===== src/rtl/core/ccsp_pkg.sv =====
`timescale 1ns / 1ps
`default_nettype none

package ccsp_pkg;

    // string grammar limits
    localparam int NAME_COUNT        = 19;
    localparam int NAME_MAX_LEN      = 11;
    localparam int NAME_IDX_W        = $clog2(NAME_COUNT);
    localparam int ALPHA_FRAC_DIGITS = 3;
    localparam logic [3:0] HEX_LEN   = 4'd7;

    // alpha scaling: round(f * 255 / 1000) = floor((f * 51 + 100) / 200)
    // the divide by 200 is a shift by 3 then a reciprocal multiply for 25
    localparam int ALPHA_SCALE       = 51;
    localparam int ALPHA_BIAS        = 100;
    localparam int ALPHA_PRE_SHIFT   = 3;
    localparam int ALPHA_RECIP       = 5243;
    localparam int ALPHA_RECIP_SHIFT = 17;

    // character codes
    localparam logic [7:0] CH_HASH   = 8'h23;
    localparam logic [7:0] CH_SPACE  = 8'h20;
    localparam logic [7:0] CH_LPAREN = 8'h28;
    localparam logic [7:0] CH_RPAREN = 8'h29;
    localparam logic [7:0] CH_COMMA  = 8'h2C;
    localparam logic [7:0] CH_DOT    = 8'h2E;
    localparam logic [7:0] CH_0      = 8'h30;
    localparam logic [7:0] CH_9      = 8'h39;
    localparam logic [7:0] CH_UA     = 8'h41;
    localparam logic [7:0] CH_UF     = 8'h46;
    localparam logic [7:0] CH_LA     = 8'h61;
    localparam logic [7:0] CH_LB     = 8'h62;
    localparam logic [7:0] CH_LF     = 8'h66;
    localparam logic [7:0] CH_LG     = 8'h67;
    localparam logic [7:0] CH_LR     = 8'h72;

    // result form codes
    localparam logic [2:0] FORM_NAMED   = 3'd0;
    localparam logic [2:0] FORM_HEX     = 3'd1;
    localparam logic [2:0] FORM_RGB     = 3'd2;
    localparam logic [2:0] FORM_UNKNOWN = 3'd3;
    localparam logic [2:0] FORM_BAD_HEX = 3'd4;

    // positions in the rgb grammar
    localparam logic [3:0] STG_AFTER_R    = 4'd0;
    localparam logic [3:0] STG_AFTER_G    = 4'd1;
    localparam logic [3:0] STG_AFTER_B    = 4'd2;
    localparam logic [3:0] STG_RED        = 4'd3;
    localparam logic [3:0] STG_LAST_COMP  = 4'd11;
    localparam logic [3:0] STG_ALPHA_OPEN = 4'd12;
    localparam logic [3:0] STG_ALPHA_INT  = 4'd13;
    localparam logic [3:0] STG_ALPHA_FRAC = 4'd14;
    localparam logic [3:0] STG_ALPHA_DONE = 4'd15;

    typedef enum logic [2:0] {
        MODE_START,
        MODE_HEX,
        MODE_RGB,
        MODE_CLOSED,
        MODE_NONE,
        MODE_ATRAIL
    } t_mode;

    typedef struct packed {
        logic [7:0] char_code;
        logic       last_char;
    } t_in;

    typedef struct packed {
        logic [7:0] red;
        logic [7:0] green;
        logic [7:0] blue;
        logic [7:0] alpha;
        logic [2:0] form;
    } t_out;

    // parse result before alpha scaling
    typedef struct packed {
        logic [7:0] red;
        logic [7:0] green;
        logic [7:0] blue;
        logic [7:0] alpha;
        logic [2:0] form;
        logic       alpha_calc;
        logic [9:0] alpha_frac;
    } t_res;

    typedef struct packed {
        logic [8*NAME_MAX_LEN-1:0] text;
        logic [3:0]                len;
        logic [7:0]                red;
        logic [7:0]                green;
        logic [7:0]                blue;
        logic [7:0]                alpha;
    } t_name;

    // named color table, text left aligned and padded with spaces
    function automatic t_name name_entry(input logic [NAME_IDX_W-1:0] idx);
        t_name e;
        case (idx)
            5'd0:    e = '{"transparent", 4'd11, 8'd255, 8'd255, 8'd255, 8'd0};
            5'd1:    e = '{"black      ", 4'd5,  8'd0,   8'd0,   8'd0,   8'd255};
            5'd2:    e = '{"silver     ", 4'd6,  8'd192, 8'd192, 8'd192, 8'd255};
            5'd3:    e = '{"gray       ", 4'd4,  8'd128, 8'd128, 8'd128, 8'd255};
            5'd4:    e = '{"grey       ", 4'd4,  8'd128, 8'd128, 8'd128, 8'd255};
            5'd5:    e = '{"white      ", 4'd5,  8'd255, 8'd255, 8'd255, 8'd255};
            5'd6:    e = '{"maroon     ", 4'd6,  8'd128, 8'd0,   8'd0,   8'd255};
            5'd7:    e = '{"red        ", 4'd3,  8'd255, 8'd0,   8'd0,   8'd255};
            5'd8:    e = '{"purple     ", 4'd6,  8'd128, 8'd0,   8'd128, 8'd255};
            5'd9:    e = '{"fuchsia    ", 4'd7,  8'd255, 8'd0,   8'd255, 8'd255};
            5'd10:   e = '{"green      ", 4'd5,  8'd0,   8'd128, 8'd0,   8'd255};
            5'd11:   e = '{"lime       ", 4'd4,  8'd0,   8'd255, 8'd0,   8'd255};
            5'd12:   e = '{"olive      ", 4'd5,  8'd128, 8'd128, 8'd0,   8'd255};
            5'd13:   e = '{"yellow     ", 4'd6,  8'd255, 8'd255, 8'd0,   8'd255};
            5'd14:   e = '{"navy       ", 4'd4,  8'd0,   8'd0,   8'd128, 8'd255};
            5'd15:   e = '{"blue       ", 4'd4,  8'd0,   8'd0,   8'd255, 8'd255};
            5'd16:   e = '{"teal       ", 4'd4,  8'd0,   8'd128, 8'd128, 8'd255};
            5'd17:   e = '{"aqua       ", 4'd4,  8'd0,   8'd255, 8'd255, 8'd255};
            5'd18:   e = '{"orange     ", 4'd6,  8'd255, 8'd165, 8'd0,   8'd255};
            default: e = '0;
        endcase
        return e;
    endfunction

endpackage

`default_nettype wire


===== src/rtl/core/ccsp_parse.sv =====
`timescale 1ns / 1ps
`default_nettype none

module ccsp_parse
    import ccsp_pkg::*;
(
    input  wire logic i_clk,
    input  wire logic i_rst_n,
    input  wire logic i_in_valid,
    input  wire t_in  i_in,
    output logic      o_in_ready,
    output logic      o_res_valid,
    output t_res      o_res,
    input  wire logic i_res_ready
);

    logic                  r_in_valid;
    t_in                   r_in;
    t_mode                 r_mode, n_mode;
    logic [3:0]            r_count, n_count;
    logic [NAME_COUNT-1:0] r_cand, n_cand;
    logic [3:0]            r_stage, n_stage;
    logic [7:0]            r_red, n_red;
    logic [7:0]            r_green, n_green;
    logic [7:0]            r_blue, n_blue;
    logic                  r_int_nz, n_int_nz;
    logic [9:0]            r_frac, n_frac;
    logic [1:0]            r_frac_digits, n_frac_digits;
    logic                  r_alpha_seen, n_alpha_seen;
    logic                  r_hex_bad, n_hex_bad;
    logic                  r_res_valid;
    t_res                  r_res, n_res;

    logic res_free;
    logic step;

    // handshake: a non-final character never waits on the result side
    assign res_free    = !r_res_valid || i_res_ready;
    assign step        = r_in_valid && (!r_in.last_char || res_free);
    assign o_in_ready  = !r_in_valid || step;
    assign o_res_valid = r_res_valid;
    assign o_res       = r_res;

    // input register
    always_ff @(posedge i_clk) begin
        if (!i_rst_n) begin
            r_in_valid <= 1'b0;
        end else if (o_in_ready) begin
            r_in_valid <= i_in_valid;
        end
        if (o_in_ready && i_in_valid) begin
            r_in <= i_in;
        end
    end

    // parse state, back to start after the final character
    always_ff @(posedge i_clk) begin
        if (!i_rst_n || (step && r_in.last_char)) begin
            r_mode        <= MODE_START;
            r_count       <= '0;
            r_cand        <= '1;
            r_stage       <= STG_AFTER_R;
            r_red         <= '0;
            r_green       <= '0;
            r_blue        <= '0;
            r_int_nz      <= 1'b0;
            r_frac        <= '0;
            r_frac_digits <= '0;
            r_alpha_seen  <= 1'b0;
            r_hex_bad     <= 1'b0;
        end else if (step) begin
            r_mode        <= n_mode;
            r_count       <= n_count;
            r_cand        <= n_cand;
            r_stage       <= n_stage;
            r_red         <= n_red;
            r_green       <= n_green;
            r_blue        <= n_blue;
            r_int_nz      <= n_int_nz;
            r_frac        <= n_frac;
            r_frac_digits <= n_frac_digits;
            r_alpha_seen  <= n_alpha_seen;
            r_hex_bad     <= n_hex_bad;
        end
    end

    // result register
    always_ff @(posedge i_clk) begin
        if (!i_rst_n) begin
            r_res_valid <= 1'b0;
        end else if (res_free) begin
            r_res_valid <= step && r_in.last_char;
        end
        if (step && r_in.last_char) begin
            r_res <= n_res;
        end
    end

    // next state for one character
    always_comb begin
        logic [7:0]              c;
        logic                    dig;
        logic [3:0]              d;
        logic                    hex_ok;
        logic [3:0]              hex_v;
        logic [3:0]              ofs;
        logic [1:0]              k;
        logic [1:0]              sub;
        logic [3:0]              base;
        logic [7:0]              acc_sel;
        logic [7:0]              acc_new;
        logic                    acc_wr;
        t_name                   ent;
        logic [8*NAME_MAX_LEN-1:0] txt;

        c       = r_in.char_code;
        dig     = c inside {[CH_0:CH_9]};
        d       = dig ? 4'(c - CH_0) : 4'd0;
        hex_ok  = 1'b1;
        hex_v   = d;
        ofs     = r_stage - STG_RED;
        k       = 2'd0;
        sub     = 2'd0;
        base    = STG_RED;
        acc_sel = r_red;
        acc_new = r_red;
        acc_wr  = 1'b0;
        ent     = '0;
        txt     = '0;

        n_mode        = r_mode;
        n_count       = (r_count == 4'hF) ? r_count : r_count + 4'd1;
        n_cand        = r_cand;
        n_stage       = r_stage;
        n_red         = r_red;
        n_green       = r_green;
        n_blue        = r_blue;
        n_int_nz      = r_int_nz;
        n_frac        = r_frac;
        n_frac_digits = r_frac_digits;
        n_alpha_seen  = r_alpha_seen;
        n_hex_bad     = r_hex_bad;

        // drop names that disagree at this position
        for (int i = 0; i < NAME_COUNT; i++) begin
            ent = name_entry(NAME_IDX_W'(i));
            txt = ent.text << {r_count, 3'b000};
            if (!(r_count < ent.len && txt[8*NAME_MAX_LEN-1 -: 8] == c)) begin
                n_cand[i] = 1'b0;
            end
        end

        // hex digit value
        if (c inside {[CH_LA:CH_LF]}) begin
            hex_v = 4'(c - CH_LA + 8'd10);
        end else if (c inside {[CH_UA:CH_UF]}) begin
            hex_v = 4'(c - CH_UA + 8'd10);
        end else if (!dig) begin
            hex_ok = 1'b0;
        end

        // component field of the rgb grammar
        if (ofs >= 4'd6) begin
            k = 2'd2;
        end else if (ofs >= 4'd3) begin
            k = 2'd1;
        end
        sub  = 2'(ofs - {1'b0, k, 1'b0} - {2'b00, k});
        base = STG_RED + {1'b0, k, 1'b0} + {2'b00, k};

        case (r_mode)
            MODE_START: begin
                if (c == CH_HASH) begin
                    n_mode = MODE_HEX;
                end else if (c == CH_LR) begin
                    n_mode  = MODE_RGB;
                    n_stage = STG_AFTER_R;
                end else begin
                    n_mode = MODE_NONE;
                end
            end
            MODE_HEX: begin
                if (r_count >= 4'd1 && r_count <= 4'd6) begin
                    k = 2'((r_count - 4'd1) >> 1);
                    case (k)
                        2'd0:    acc_sel = r_red;
                        2'd1:    acc_sel = r_green;
                        default: acc_sel = r_blue;
                    endcase
                    if (!hex_ok) begin
                        n_hex_bad = 1'b1;
                    end else begin
                        acc_wr  = 1'b1;
                        acc_new = r_count[0] ? {hex_v, 4'h0} : (acc_sel | {4'h0, hex_v});
                    end
                end
            end
            MODE_RGB: begin
                if (r_stage == STG_AFTER_R) begin
                    if (c == CH_LG) n_stage = STG_AFTER_G;
                    else n_mode = MODE_NONE;
                end else if (r_stage == STG_AFTER_G) begin
                    if (c == CH_LB) n_stage = STG_AFTER_B;
                    else n_mode = MODE_NONE;
                end else if (r_stage == STG_AFTER_B) begin
                    if (c == CH_LPAREN) n_stage = STG_RED;
                    else if (c != CH_SPACE) n_mode = MODE_NONE;
                end else if (r_stage <= STG_LAST_COMP) begin
                    case (k)
                        2'd0:    acc_sel = r_red;
                        2'd1:    acc_sel = r_green;
                        default: acc_sel = r_blue;
                    endcase
                    if (dig && sub < 2'd2) begin
                        acc_wr  = 1'b1;
                        acc_new = 8'(12'(acc_sel) * 12'd10 + 12'(d));
                        n_stage = base + 4'd1;
                    end else if (c == CH_SPACE) begin
                        if (sub != 2'd0) n_stage = base + 4'd2;
                    end else if (c == CH_COMMA && k < 2'd2) begin
                        n_stage = base + 4'd3;
                    end else if (c == CH_COMMA) begin
                        n_stage      = STG_ALPHA_OPEN;
                        n_alpha_seen = 1'b1;
                    end else if (c == CH_RPAREN && k == 2'd2) begin
                        n_mode = MODE_CLOSED;
                    end else begin
                        n_mode = MODE_NONE;
                    end
                end else begin
                    // alpha field
                    if (c == CH_SPACE) begin
                        if (r_stage != STG_ALPHA_OPEN) n_mode = MODE_ATRAIL;
                    end else if (c == CH_RPAREN) begin
                        n_mode = MODE_CLOSED;
                    end else if (dig) begin
                        if (r_stage <= STG_ALPHA_INT) begin
                            if (d != 4'd0) n_int_nz = 1'b1;
                            n_stage = STG_ALPHA_INT;
                        end else if (r_stage == STG_ALPHA_FRAC &&
                                     r_frac_digits < 2'(ALPHA_FRAC_DIGITS)) begin
                            n_frac        = 10'(14'(r_frac) * 14'd10 + 14'(d));
                            n_frac_digits = r_frac_digits + 2'd1;
                        end
                    end else if (c == CH_DOT) begin
                        if (r_stage <= STG_ALPHA_INT) n_stage = STG_ALPHA_FRAC;
                        else if (r_stage == STG_ALPHA_FRAC) n_stage = STG_ALPHA_DONE;
                    end else begin
                        n_mode = MODE_NONE;
                    end
                end
            end
            MODE_ATRAIL: begin
                if (c == CH_RPAREN) n_mode = MODE_CLOSED;
                else if (c != CH_SPACE) n_mode = MODE_NONE;
            end
            MODE_CLOSED: begin
                n_mode = MODE_NONE;
            end
            MODE_NONE: begin
                n_mode = MODE_NONE;
            end
            default: begin
                n_mode = MODE_NONE;
            end
        endcase

        // write back the selected component
        if (acc_wr) begin
            case (k)
                2'd0:    n_red   = acc_new;
                2'd1:    n_green = acc_new;
                default: n_blue  = acc_new;
            endcase
        end
    end

    // result for a final character
    always_comb begin
        logic  found;
        t_name ent;

        found = 1'b0;
        ent   = '0;

        n_res            = '0;
        n_res.alpha      = 8'hFF;
        n_res.form       = FORM_UNKNOWN;

        if (n_mode == MODE_CLOSED) begin
            n_res.red   = n_red;
            n_res.green = n_green;
            n_res.blue  = n_blue;
            n_res.form  = FORM_RGB;
            if (!n_alpha_seen || n_int_nz) begin
                n_res.alpha = 8'hFF;
            end else if (n_frac_digits == 2'd0) begin
                n_res.alpha = 8'h00;
            end else begin
                // bring the fraction to thousandths
                n_res.alpha_calc = 1'b1;
                case (n_frac_digits)
                    2'd1:    n_res.alpha_frac = 10'(14'(n_frac) * 14'd100);
                    2'd2:    n_res.alpha_frac = 10'(14'(n_frac) * 14'd10);
                    default: n_res.alpha_frac = n_frac;
                endcase
            end
        end else if (n_mode == MODE_HEX && n_count == HEX_LEN) begin
            if (n_hex_bad) begin
                n_res.form = FORM_BAD_HEX;
            end else begin
                n_res.red   = n_red;
                n_res.green = n_green;
                n_res.blue  = n_blue;
                n_res.form  = FORM_HEX;
            end
        end else begin
            // first surviving name whose length ends here
            for (int i = 0; i < NAME_COUNT; i++) begin
                ent = name_entry(NAME_IDX_W'(i));
                if (!found && n_cand[i] &&
                    {1'b0, ent.len} == {1'b0, r_count} + 5'd1) begin
                    found       = 1'b1;
                    n_res.red   = ent.red;
                    n_res.green = ent.green;
                    n_res.blue  = ent.blue;
                    n_res.alpha = ent.alpha;
                    n_res.form  = FORM_NAMED;
                end
            end
        end
    end

endmodule

`default_nettype wire


===== src/rtl/core/ccsp_alpha.sv =====
`timescale 1ns / 1ps
`default_nettype none

module ccsp_alpha
    import ccsp_pkg::*;
(
    input  wire logic i_clk,
    input  wire logic i_rst_n,
    input  wire logic i_res_valid,
    input  wire t_res i_res,
    output logic      o_res_ready,
    output logic      o_out_valid,
    output t_out      o_out,
    input  wire logic i_out_ready
);

    localparam int Y_W    = 16;
    localparam int Z_W    = Y_W - ALPHA_PRE_SHIFT;
    localparam int PROD_W = Z_W + 13;

    logic             r_out_valid;
    t_out             r_out, n_out;
    logic [Y_W-1:0]   y;
    logic [Z_W-1:0]   z;
    logic [PROD_W-1:0] prod;
    logic [8:0]       q;
    logic [7:0]       scaled;

    assign o_res_ready = !r_out_valid || i_out_ready;
    assign o_out_valid = r_out_valid;
    assign o_out       = r_out;

    // thousandths to 0..255: divide by 200 as shift then reciprocal of 25
    always_comb begin
        y      = Y_W'(i_res.alpha_frac) * Y_W'(ALPHA_SCALE) + Y_W'(ALPHA_BIAS);
        z      = y[Y_W-1:ALPHA_PRE_SHIFT];
        prod   = PROD_W'(z) * PROD_W'(ALPHA_RECIP);
        q      = prod[ALPHA_RECIP_SHIFT +: 9];
        scaled = q[8] ? 8'hFF : q[7:0];
    end

    // output fields
    always_comb begin
        n_out.red   = i_res.red;
        n_out.green = i_res.green;
        n_out.blue  = i_res.blue;
        n_out.alpha = i_res.alpha_calc ? scaled : i_res.alpha;
        n_out.form  = i_res.form;
    end

    // output register
    always_ff @(posedge i_clk) begin
        if (!i_rst_n) begin
            r_out_valid <= 1'b0;
        end else if (o_res_ready) begin
            r_out_valid <= i_res_valid;
        end
        if (o_res_ready && i_res_valid) begin
            r_out <= n_out;
        end
    end

endmodule

`default_nettype wire


===== src/rtl/core/css_color_string_parser.sv =====
`timescale 1ns / 1ps
`default_nettype none

// Color string parser: takes one ASCII character per cycle and, on the
// character flagged last, gives one color (red, green, blue, alpha, form) for
// rgb(r,g,b[,a]), #rrggbb or one of 19 names, black otherwise. A new character
// is taken in every cycle while the output is free; with the output stalled,
// up to two finished colors are held and only a further last character waits.
// The last character passes the input register, the parse stage and the alpha
// scaling stage before its color appears. The parse state returns to the
// start of a string by itself after each last character. No clearing pass.

module css_color_string_parser
    import ccsp_pkg::*;
(
    input  wire logic i_clk,
    input  wire logic i_rst_n,
    input  wire logic i_in_valid,
    input  wire t_in  i_in,
    output logic      o_in_ready,
    output logic      o_out_valid,
    output t_out      o_out,
    input  wire logic i_out_ready
);

    logic res_valid;
    logic res_ready;
    t_res res;

    // character parsing
    ccsp_parse u_parse (
        .i_clk       (i_clk),
        .i_rst_n     (i_rst_n),
        .i_in_valid  (i_in_valid),
        .i_in        (i_in),
        .o_in_ready  (o_in_ready),
        .o_res_valid (res_valid),
        .o_res       (res),
        .i_res_ready (res_ready)
    );

    // alpha scaling and output register
    ccsp_alpha u_alpha (
        .i_clk       (i_clk),
        .i_rst_n     (i_rst_n),
        .i_res_valid (res_valid),
        .i_res       (res),
        .o_res_ready (res_ready),
        .o_out_valid (o_out_valid),
        .o_out       (o_out),
        .i_out_ready (i_out_ready)
    );

    // black fallbacks are opaque black
    a_black_fallback: assert property (@(posedge i_clk) disable iff (!i_rst_n)
        o_out_valid && (o_out.form == FORM_UNKNOWN || o_out.form == FORM_BAD_HEX)
        |-> o_out.red == 8'h00 && o_out.green == 8'h00 && o_out.blue == 8'h00 &&
            o_out.alpha == 8'hFF)
        else $error("fallback color is not opaque black");

    // hex colors are always opaque
    a_hex_opaque: assert property (@(posedge i_clk) disable iff (!i_rst_n)
        o_out_valid && o_out.form == FORM_HEX |-> o_out.alpha == 8'hFF)
        else $error("hex color with alpha below opaque");

    // only defined form codes leave the block
    a_form_code: assert property (@(posedge i_clk) disable iff (!i_rst_n)
        o_out_valid |-> o_out.form <= FORM_BAD_HEX)
        else $error("undefined form code on output");

endmodule

`default_nettype wire


===== config.mk =====
export PLATFORM = sky130hd
export DESIGN_NAME = css_color_string_parser
export DESIGN_NICKNAME = d
export VERILOG_FILES = /design/src/rtl/core/ccsp_pkg.sv /design/src/rtl/core/ccsp_parse.sv /design/src/rtl/core/ccsp_alpha.sv /design/src/rtl/core/css_color_string_parser.sv
export SDC_FILE = /design/constraint.sdc
export NUM_CORES = 1
export LEC_CHECK = 0
export ABC_AREA = 1
export BUFFER_PORTS_ARGS = -buffer_cell sky130_fd_sc_hd__buf_2
export CAP_MARGIN = 10
export CORE_MARGIN = 2
export CORE_UTILIZATION = 45
export CTS_CLUSTER_SIZE = 8
export DETAILED_ROUTE_END_ITERATION = 10
export GPL_TIMING_DRIVEN = 0
export SETUP_SLACK_MARGIN = 0.2
export SLEW_MARGIN = 15
export SYNTH_ARGS = -nofsm -noshare
export SYNTH_HDL_FRONTEND = slang
export SYNTH_HIERARCHICAL = 1
export SYNTH_SLANG_ARGS = --single-unit
export TNS_END_PERCENT = 30

===== constraint.sdc =====
create_clock -name i_clk -period 9.61 [get_ports i_clk]
set_clock_uncertainty 0.15 [all_clocks]
set_input_delay 0 -clock i_clk [delete_from_list [all_inputs] [get_ports i_clk]]
set_output_delay 0 -clock i_clk [all_outputs]
set_load 0.02 [all_outputs]

==> results of run 1 <==
per-layer routing:
metal | vias up | global-route usage [%]
met3 | 92 | 2.436
met1 | 7260 | 34.97
met2 | 489 | 47.10
met5 | - | 0
met4 | 0 | 9.552
li1 | 7699 | -
final cells by class:
type | instances | area, µm² | area share [%]
Multi-Input combinational cell | 1665 | 11110 | 59.50
Sequential cell | 155 | 3934 | 21.06
Inverter | 427 | 1607 | 8.601
Tap cell | 511 | 639.4 | 3.423
Clock buffer | 19 | 442.9 | 2.371
Timing Repair Buffer | 65 | 432.9 | 2.318
Buffer | 60 | 337.8 | 1.809
Clock inverter | 13 | 171.4 | 0.9177
metrics by stage:
stage / setup slack [ns] / cells / instance area, µm² / utilization [%]
floorplan: 2.205 / 2307 / 16980 / -
finish: 1.183 / 2915 / 18680 / 49.94
CTS: 1.150 / 2915 / 18680 / 49.94
global route: 0.4352 / 2915 / 18680 / 49.94
global placement: 1.208 / 2867 / 17870 / 47.77
detailed placement: 1.187 / 2869 / 17920 / 47.93
final timing paths:
path,to,slack (ns),startpoint
setup / recovery,u_alpha/o_out[10]$_DFFE_PP_,1.18,u_parse/o_res[1]$_SDFFCE_PP0P_
hold / removal,u_parse/r_in[1]$_DFFE_PP_,0.11,i_in[1]
hold reg to reg,u_alpha/o_out[20]$_DFFE_PP_,0.26,u_parse/o_res[31]$_DFFE_PP_
setup reg to reg,u_alpha/o_out[10]$_DFFE_PP_,1.18,u_parse/o_res[1]$_SDFFCE_PP0P_
layout by cell type (no fill, tap or decap), types with 14 or more instances in the layout:
master and n:
a21oi_1 128, a31oi_1 15, buf_2 70, clkbuf_1 21, clkbuf_16 17, dfxtp_1 72
dlygate4sd3_1 14, edfxtp_1 83, fa_1 68, ha_1 216, inv_1 401, inv_2 24
nand2_1 495, nand2_2 22, nand3_1 103, nand4_1 38, nor2_1 174, nor3_1 31
o21ai_0 120, o21ai_1 15, o22ai_1 14, xnor2_1 18, xor2_1 59
repair_timing:
item / in CTS / in global routing
hold endpoints to repair: 28 / 0
resized for setup: 0 / 0
hold buffers: 14 / 0
flip-flops by register name (all words and copies together) (netlist names):
name	cells
u_parse/o_res	39
u_alpha/o_out	35
u_parse/r_cand	19
u_parse/r_frac	10
u_parse/r_in	9
u_parse/r_blue	8
u_parse/r_green	8
u_parse/r_red	8
u_parse/r_count	4
u_parse/r_stage	4
u_parse/r_mode	3
u_parse/r_frac_digits	2
u_alpha/o_out_valid	1
u_parse/o_res_valid	1
u_parse/r_alpha_seen	1
u_parse/r_hex_bad	1
u_parse/r_in_valid	1
u_parse/r_int_nz	1
critical path: cells and delay by family (launching register included):
kind | cells | cell delay, ns
buffers and inverters | 11 | 0.61
and+or+nand+nor | 14 | 1.71
AOI/OAI and AO/OA | 2 | 0.36
xor gates and xnor gates | 1 | 0.68
adders and majority gates | 11 | 4.34
DFF | 1 | 0.46
logic make-up after synthesis:
logic type | synth area share, %
flops | 23.17
compound gates | 12.64
mux | 0.05895
simple gates | 24.43
xor+xnor | 4.325
fa+ha+maj | 23.93
buf+inv | 11.45
==> results.md, run 1 <==
* Status: complete, no violations
* Hold Violations, Final at 0
* Max Used Layer: met4
* Hold depth at 2
* HPWL after DPL at 41.83 mm
* Antenna Nets Post-Route at 0
* Tmin final at 8.427 ns
* Synth area leader: ha_1
* FMAX at 118.7 MHz
* DR vias/cell at roughly 5.3
* Number of synthesized flops with an enable pin at 83
* Finish-stage setup viols at 0
* CTS Buffer Depth at 2
* Final Cycle Share at between 80% and 90%
* CP max FO at 8
* TritonRoute pass-1 iters at 6
* Die height at 198.3 µm
* Register area share after synthesis at 23.17%
* Largest stage delay, worst path at 0.68 ns
* Synth warnings at 6
* Die Span X at 198.3 µm
* Post-synth ARST share at 0%
* GP Congestion at approximately 1
* P&R area growth vs syn at 9.999%
* CTS sink cnt at 155
* Post-synth top cells: 495 x nand2_1, 402 x inv_1, 216 x ha_1
* N_diodes at 0
* Port bufs at approximately 50
* Hold Slack at 0.1103 ns
* First-pass GRT wire length at 82.07 mm
* Largest cells by area after synthesis: ha_1 16%, edfxtp_1 15%, nand2_1 11%
* Startpoint Class: flip-flop
* DR WL met2 at 24.66 mm
* Netlist cell types at 71
* Syn_nets at 2604
* # nets final at approximately 2700
* Via Count at 15540
* Total Wirelength at 51.32 mm
* Tightest Pin Transition at 1.054 ns
* CP max-delay cell: xor2_1
* CTS tree: done
* Full die area at between 30000 and 40000 µm²
* Critical path type: reg2reg
* Met1 wire length at 22.39 mm
* DRC Markers at 0
* Worst-Skew Late Latency at roughly 0.45 ns
* Ratio of cells with drive above 1 in the final layout at 9.567%
* Worst-path clk slew at 0.07 ns
* Avg Inst Size Synth at 7.361 µm²
* Largest net degree at the start of global routing at 27
* Predominant post-synthesis flop cell: edfxtp_1
* Row count at 71
* Most common cell in the netlist: nand2_1
* Vias in the first global route at 15090
* Max-slew violation count at 0
* Maxcap violations at 0
* Mapped Area at 16980 µm²
* Worst endpoint data arrival time at approximately 8.6 ns
* R2r worst-path depth at 39
* CP dominant cell by count: inv_1
* Grt ovf at 0
* Worst Hold Class: in2reg
* Final TNS setup at 0 ns
* CTS Root Cell: clkbuf_16
* Filler cells at 3738
* Initial antenna violation count at 1
* Met3 wire length at around 2.7 mm
* WL/cell at 17.60 µm
* CTS Buf Count at 17
* GRT Util Overall at about 27%
* Initial drt markers at 1240
* Crit. End Element: flip-flop
* IO Pins at 50
* Max-slew headroom at 28.96%
* H-tree depth at 4
* Area share of the largest cell type after synthesis at roughly 16%
* RSZ-0062 raised after global routing: no
* Initial Utilization at 45.40%
* Required time worst endpoint at 9.78 ns
* Area of the core at 37400 µm²
* #FFs+latches synth at 155
* Post-CTS setup buffer count at 0
* Mapped Cells at 2307
Power of run 1 is not shown: default switching activity piles up to over one toggle a cycle in this logic, so the estimate is an artifact.
==> run 2, diff against run 1 <==
SYNTH_HIERARCHICAL = unset   (was 1)
==> results.md, run 2 <==
* GRT Util Overall at 25.59% (was 27.05%)
* IO Pins at 50 (unchanged)
* # nets final at 2492 (was 2688)
* Post-placement setup slack at -0.07450 ns (was 1.187 ns)
* Most common cell after layout, fill and taps aside: nand2_1 (unchanged)
* Initial antenna violation count at 0 (was 1)
* CTS Root Cell: clkbuf_16 (unchanged)
* Max-slew violation count at 0 (unchanged)
* Final worst slack at 0.8200 ns (was 1.183 ns)
* Syn_nets at 2398 (was 2604)
* CP max FO at 6 (was 8)
* Most frequent cells in the layout: 356 x nand2_1, 351 x inv_1, 217 x ha_1, 146 x nor2_1, 134 x a21oi_1 (was 495 x nand2_1, 401 x inv_1, 216 x ha_1, 174 x nor2_1, 128 x a21oi_1)
* HPWL after DPL at 38.49 mm (was 41.83 mm)
* Worst Hold Class: in2reg (unchanged)
* DRC Markers at 0 (unchanged)
* TritonRoute pass-1 iters at 6 (unchanged)
* DR vias/cell at 5.445 (was 5.331)
* Largest stage delay, worst path at 0.55 ns (was 0.68 ns)
* Maxcap violations at 0 (unchanged)
* Worst-Skew Late Latency at 0.45 ns (about the same)
* Initial drt markers at 1211 (was 1240)
* Post-synth ARST share at 0% (unchanged)
* Row count at 69 (was 71)
* CP max-delay cell: fa_1 (was xor2_1)
* Tightest Pin Transition at 1.034 ns (was 1.054 ns)
* Predominant post-synthesis flop cell: edfxtp_1 (unchanged)
* Worst-path clk slew at 0.07 ns (about the same)
* CTS tree: done (unchanged)
* Total Wirelength at 47.77 mm (was 51.32 mm)
* Max-slew headroom at 30.31% (was 28.96%)
* FMAX at 113.8 MHz (was 118.7 MHz)
* Max FFs per register at 39 (unchanged)
* Finish-stage setup viols at 0 (unchanged)
* Critical path type: reg2reg (unchanged)
* Vias in the first global route at 13830 (was 15090)
* Synth area leader: ha_1 (unchanged)
* Largest net degree at the start of global routing at 33 (was 27)
* Area of the core at 35660 µm² (was 37400 µm²)
* Mapped Area at 16340 µm² (was 16980 µm²)
* Full die area at 37850 µm² (was 39310 µm²)
* First-pass GRT wire length at 76.11 mm (was 82.07 mm)
* Tmin final at 8.790 ns (was 8.427 ns)
* GP Congestion at 1.018 (was 1.006)
* Initial Utilization at 45.83% (was 45.40%)
* Status: complete, no violations (unchanged)
* Netlist cell types at 81 (was 71)
* Worst endpoint data arrival time at 8.84 ns (was 8.60 ns)
* CTS sink cnt at 155 (unchanged)
* RSZ-0062 raised after global routing: no (unchanged)
* Via Count at 14480 (was 15540)
* Hold Violations, Final at 0 (unchanged)
* Most common cell in the netlist: nand2_1 (unchanged)
* Number of synthesized flops with an enable pin at 83 (unchanged)
* CP dominant cell by count: fa_1 (was inv_1)
* #FFs+latches synth at 155 (unchanged)
* Die Span X at 194.6 µm (was 198.3 µm)
* Grt ovf at 0 (unchanged)
* H-tree depth at 4 (unchanged)
* Required time worst endpoint at 9.66 ns (was 9.78 ns)
* Final Cycle Share at 91.47% (was 87.69%)
* Crit. End Element: flip-flop (unchanged)
* Mapped Cells at 2092 (was 2307)
* Avg Inst Size Synth at 7.811 µm² (was 7.361 µm²)
* CTS Buf Count at 17 (unchanged)
* Area share of the largest cell type after synthesis at 16.62% (was 15.92%)
* Register area share after synthesis at 24.07% (was 23.17%)
* WL/cell at 17.96 µm (was 17.60 µm)
* Startpoint Class: flip-flop (unchanged)
* Largest cells by area after synthesis: ha_1 17%, edfxtp_1 15%, fa_1 9.3% (was ha_1 16%, edfxtp_1 15%, nand2_1 11%)
* Die height at 194.6 µm (was 198.3 µm)
* Port bufs at 49 (unchanged)
* Post-synth top cells: 357 x nand2_1, 354 x inv_1, 217 x ha_1 (was 495 x nand2_1, 402 x inv_1, 216 x ha_1)
* N_diodes at 0 (unchanged)
* CTS Buffer Depth at 2 (unchanged)
* Synth warnings at 0 (was 6)
* Ratio of cells with drive above 1 in the final layout at 11.01% (was 9.567%)
* P&R area growth vs syn at 10.43% (was 9.999%)
* Antenna Nets Post-Route at 0 (unchanged)
==> run 2: critical path: cells and delay by family, from the launching register on <==
kind                     cells  cell delay [ns]
AO/OA/AOI/OAI                9             1.46
XOR/XNOR                     2             0.41
adder cells (fa/ha/maj)     11             4.56
buffers and inverters        6             0.56
flip-flops                   1             0.38
AND/OR/NAND/NOR              8             1.04
==> run 2: per-layer routing <==
metal	vias up	part of all wire [%]	track usage (%)	routed length [µm]
met3	53	6.8	3.783	3268
met5	-	0	0	0
li1	7086	-	-	-
met4	0	1.8	6.923	857
met2	508	43	39.49	20770
met1	6836	48	37.27	22880
==> run 2: worst paths after layout <==
kind	slack [ns]	end	cells past startpoint	from
min	0.11	u_parse.r_in[5]$_DFFE_PP_	2	i_in[5]
max reg2reg	0.82	u_alpha.o_out[6]$_DFFE_PP_	36	u_parse.o_res[0]$_SDFFCE_PP0P_
max	0.82	u_alpha.o_out[6]$_DFFE_PP_	36	u_parse.o_res[0]$_SDFFCE_PP0P_
min reg2reg	0.26	u_alpha.o_out[28]$_DFFE_PP_	0	u_parse.o_res[39]$_DFFE_PP_
==> run 2: area by class of cell <==
| type | instances | area [µm²] |
|---|---|---|
| repair buffers | 75 | 498.0 |
| inverters | 385 | 1458 |
| multi-input cells | 1497 | 10660 |
| fillers | 3460 | 17610 |
| plain buffers | 55 | 344.1 |
| clock inverters | 14 | 142.6 |
| well taps | 461 | 576.8 |
| clock buffers | 18 | 429.2 |
| flip-flops and latches | 155 | 3934 |
==> run 2: kinds of logic (layout without fill, tap and decap cells) <==
family / count (synthesis) / after routing / share of synthesized area, %
AOI/OAI and AO/OA: 386 / 386 / 13.79
xor gates and xnor gates: 75 / 75 / 4.112
adders and majority gates: 293 / 293 / 25.93
buffers and inverters: 440 / 547 / 11.03
DFF: 155 / 155 / 24.07
muxes: 2 / 2 / 0.1225
and+or+nand+nor: 741 / 741 / 20.95
==> run 2: through the flow <==
stage          hold WS [ns]  cell area [µm²]  utilization [%]  std cells  setup TNS [ns]
3_3_place_gp        0.02676            17160            48.13       2602               0
5_1_grt              0.1051            18040            50.61       2660               0
4_1_cts             0.08519            17930            50.30       2649               0
2_1_floorplan      -0.05113            16340                -       2092               0
3_5_place_dp        0.02809            17220            48.29       2604         -0.1470
6_report             0.1133            18040            50.61       2660               0
==> run 2: timing repair <==
item | CTS | global route
setup endpoints to repair | 8 | 8
hold buffers | 13 | 0
setup buffers | 0 | 11
resized for setup | 2 | 13
pin swaps | 0 | 4
gates cloned | 0 | 0
endpoints found under the hold margin | 24 | 0
Power of run 2 is left out for the same reason.
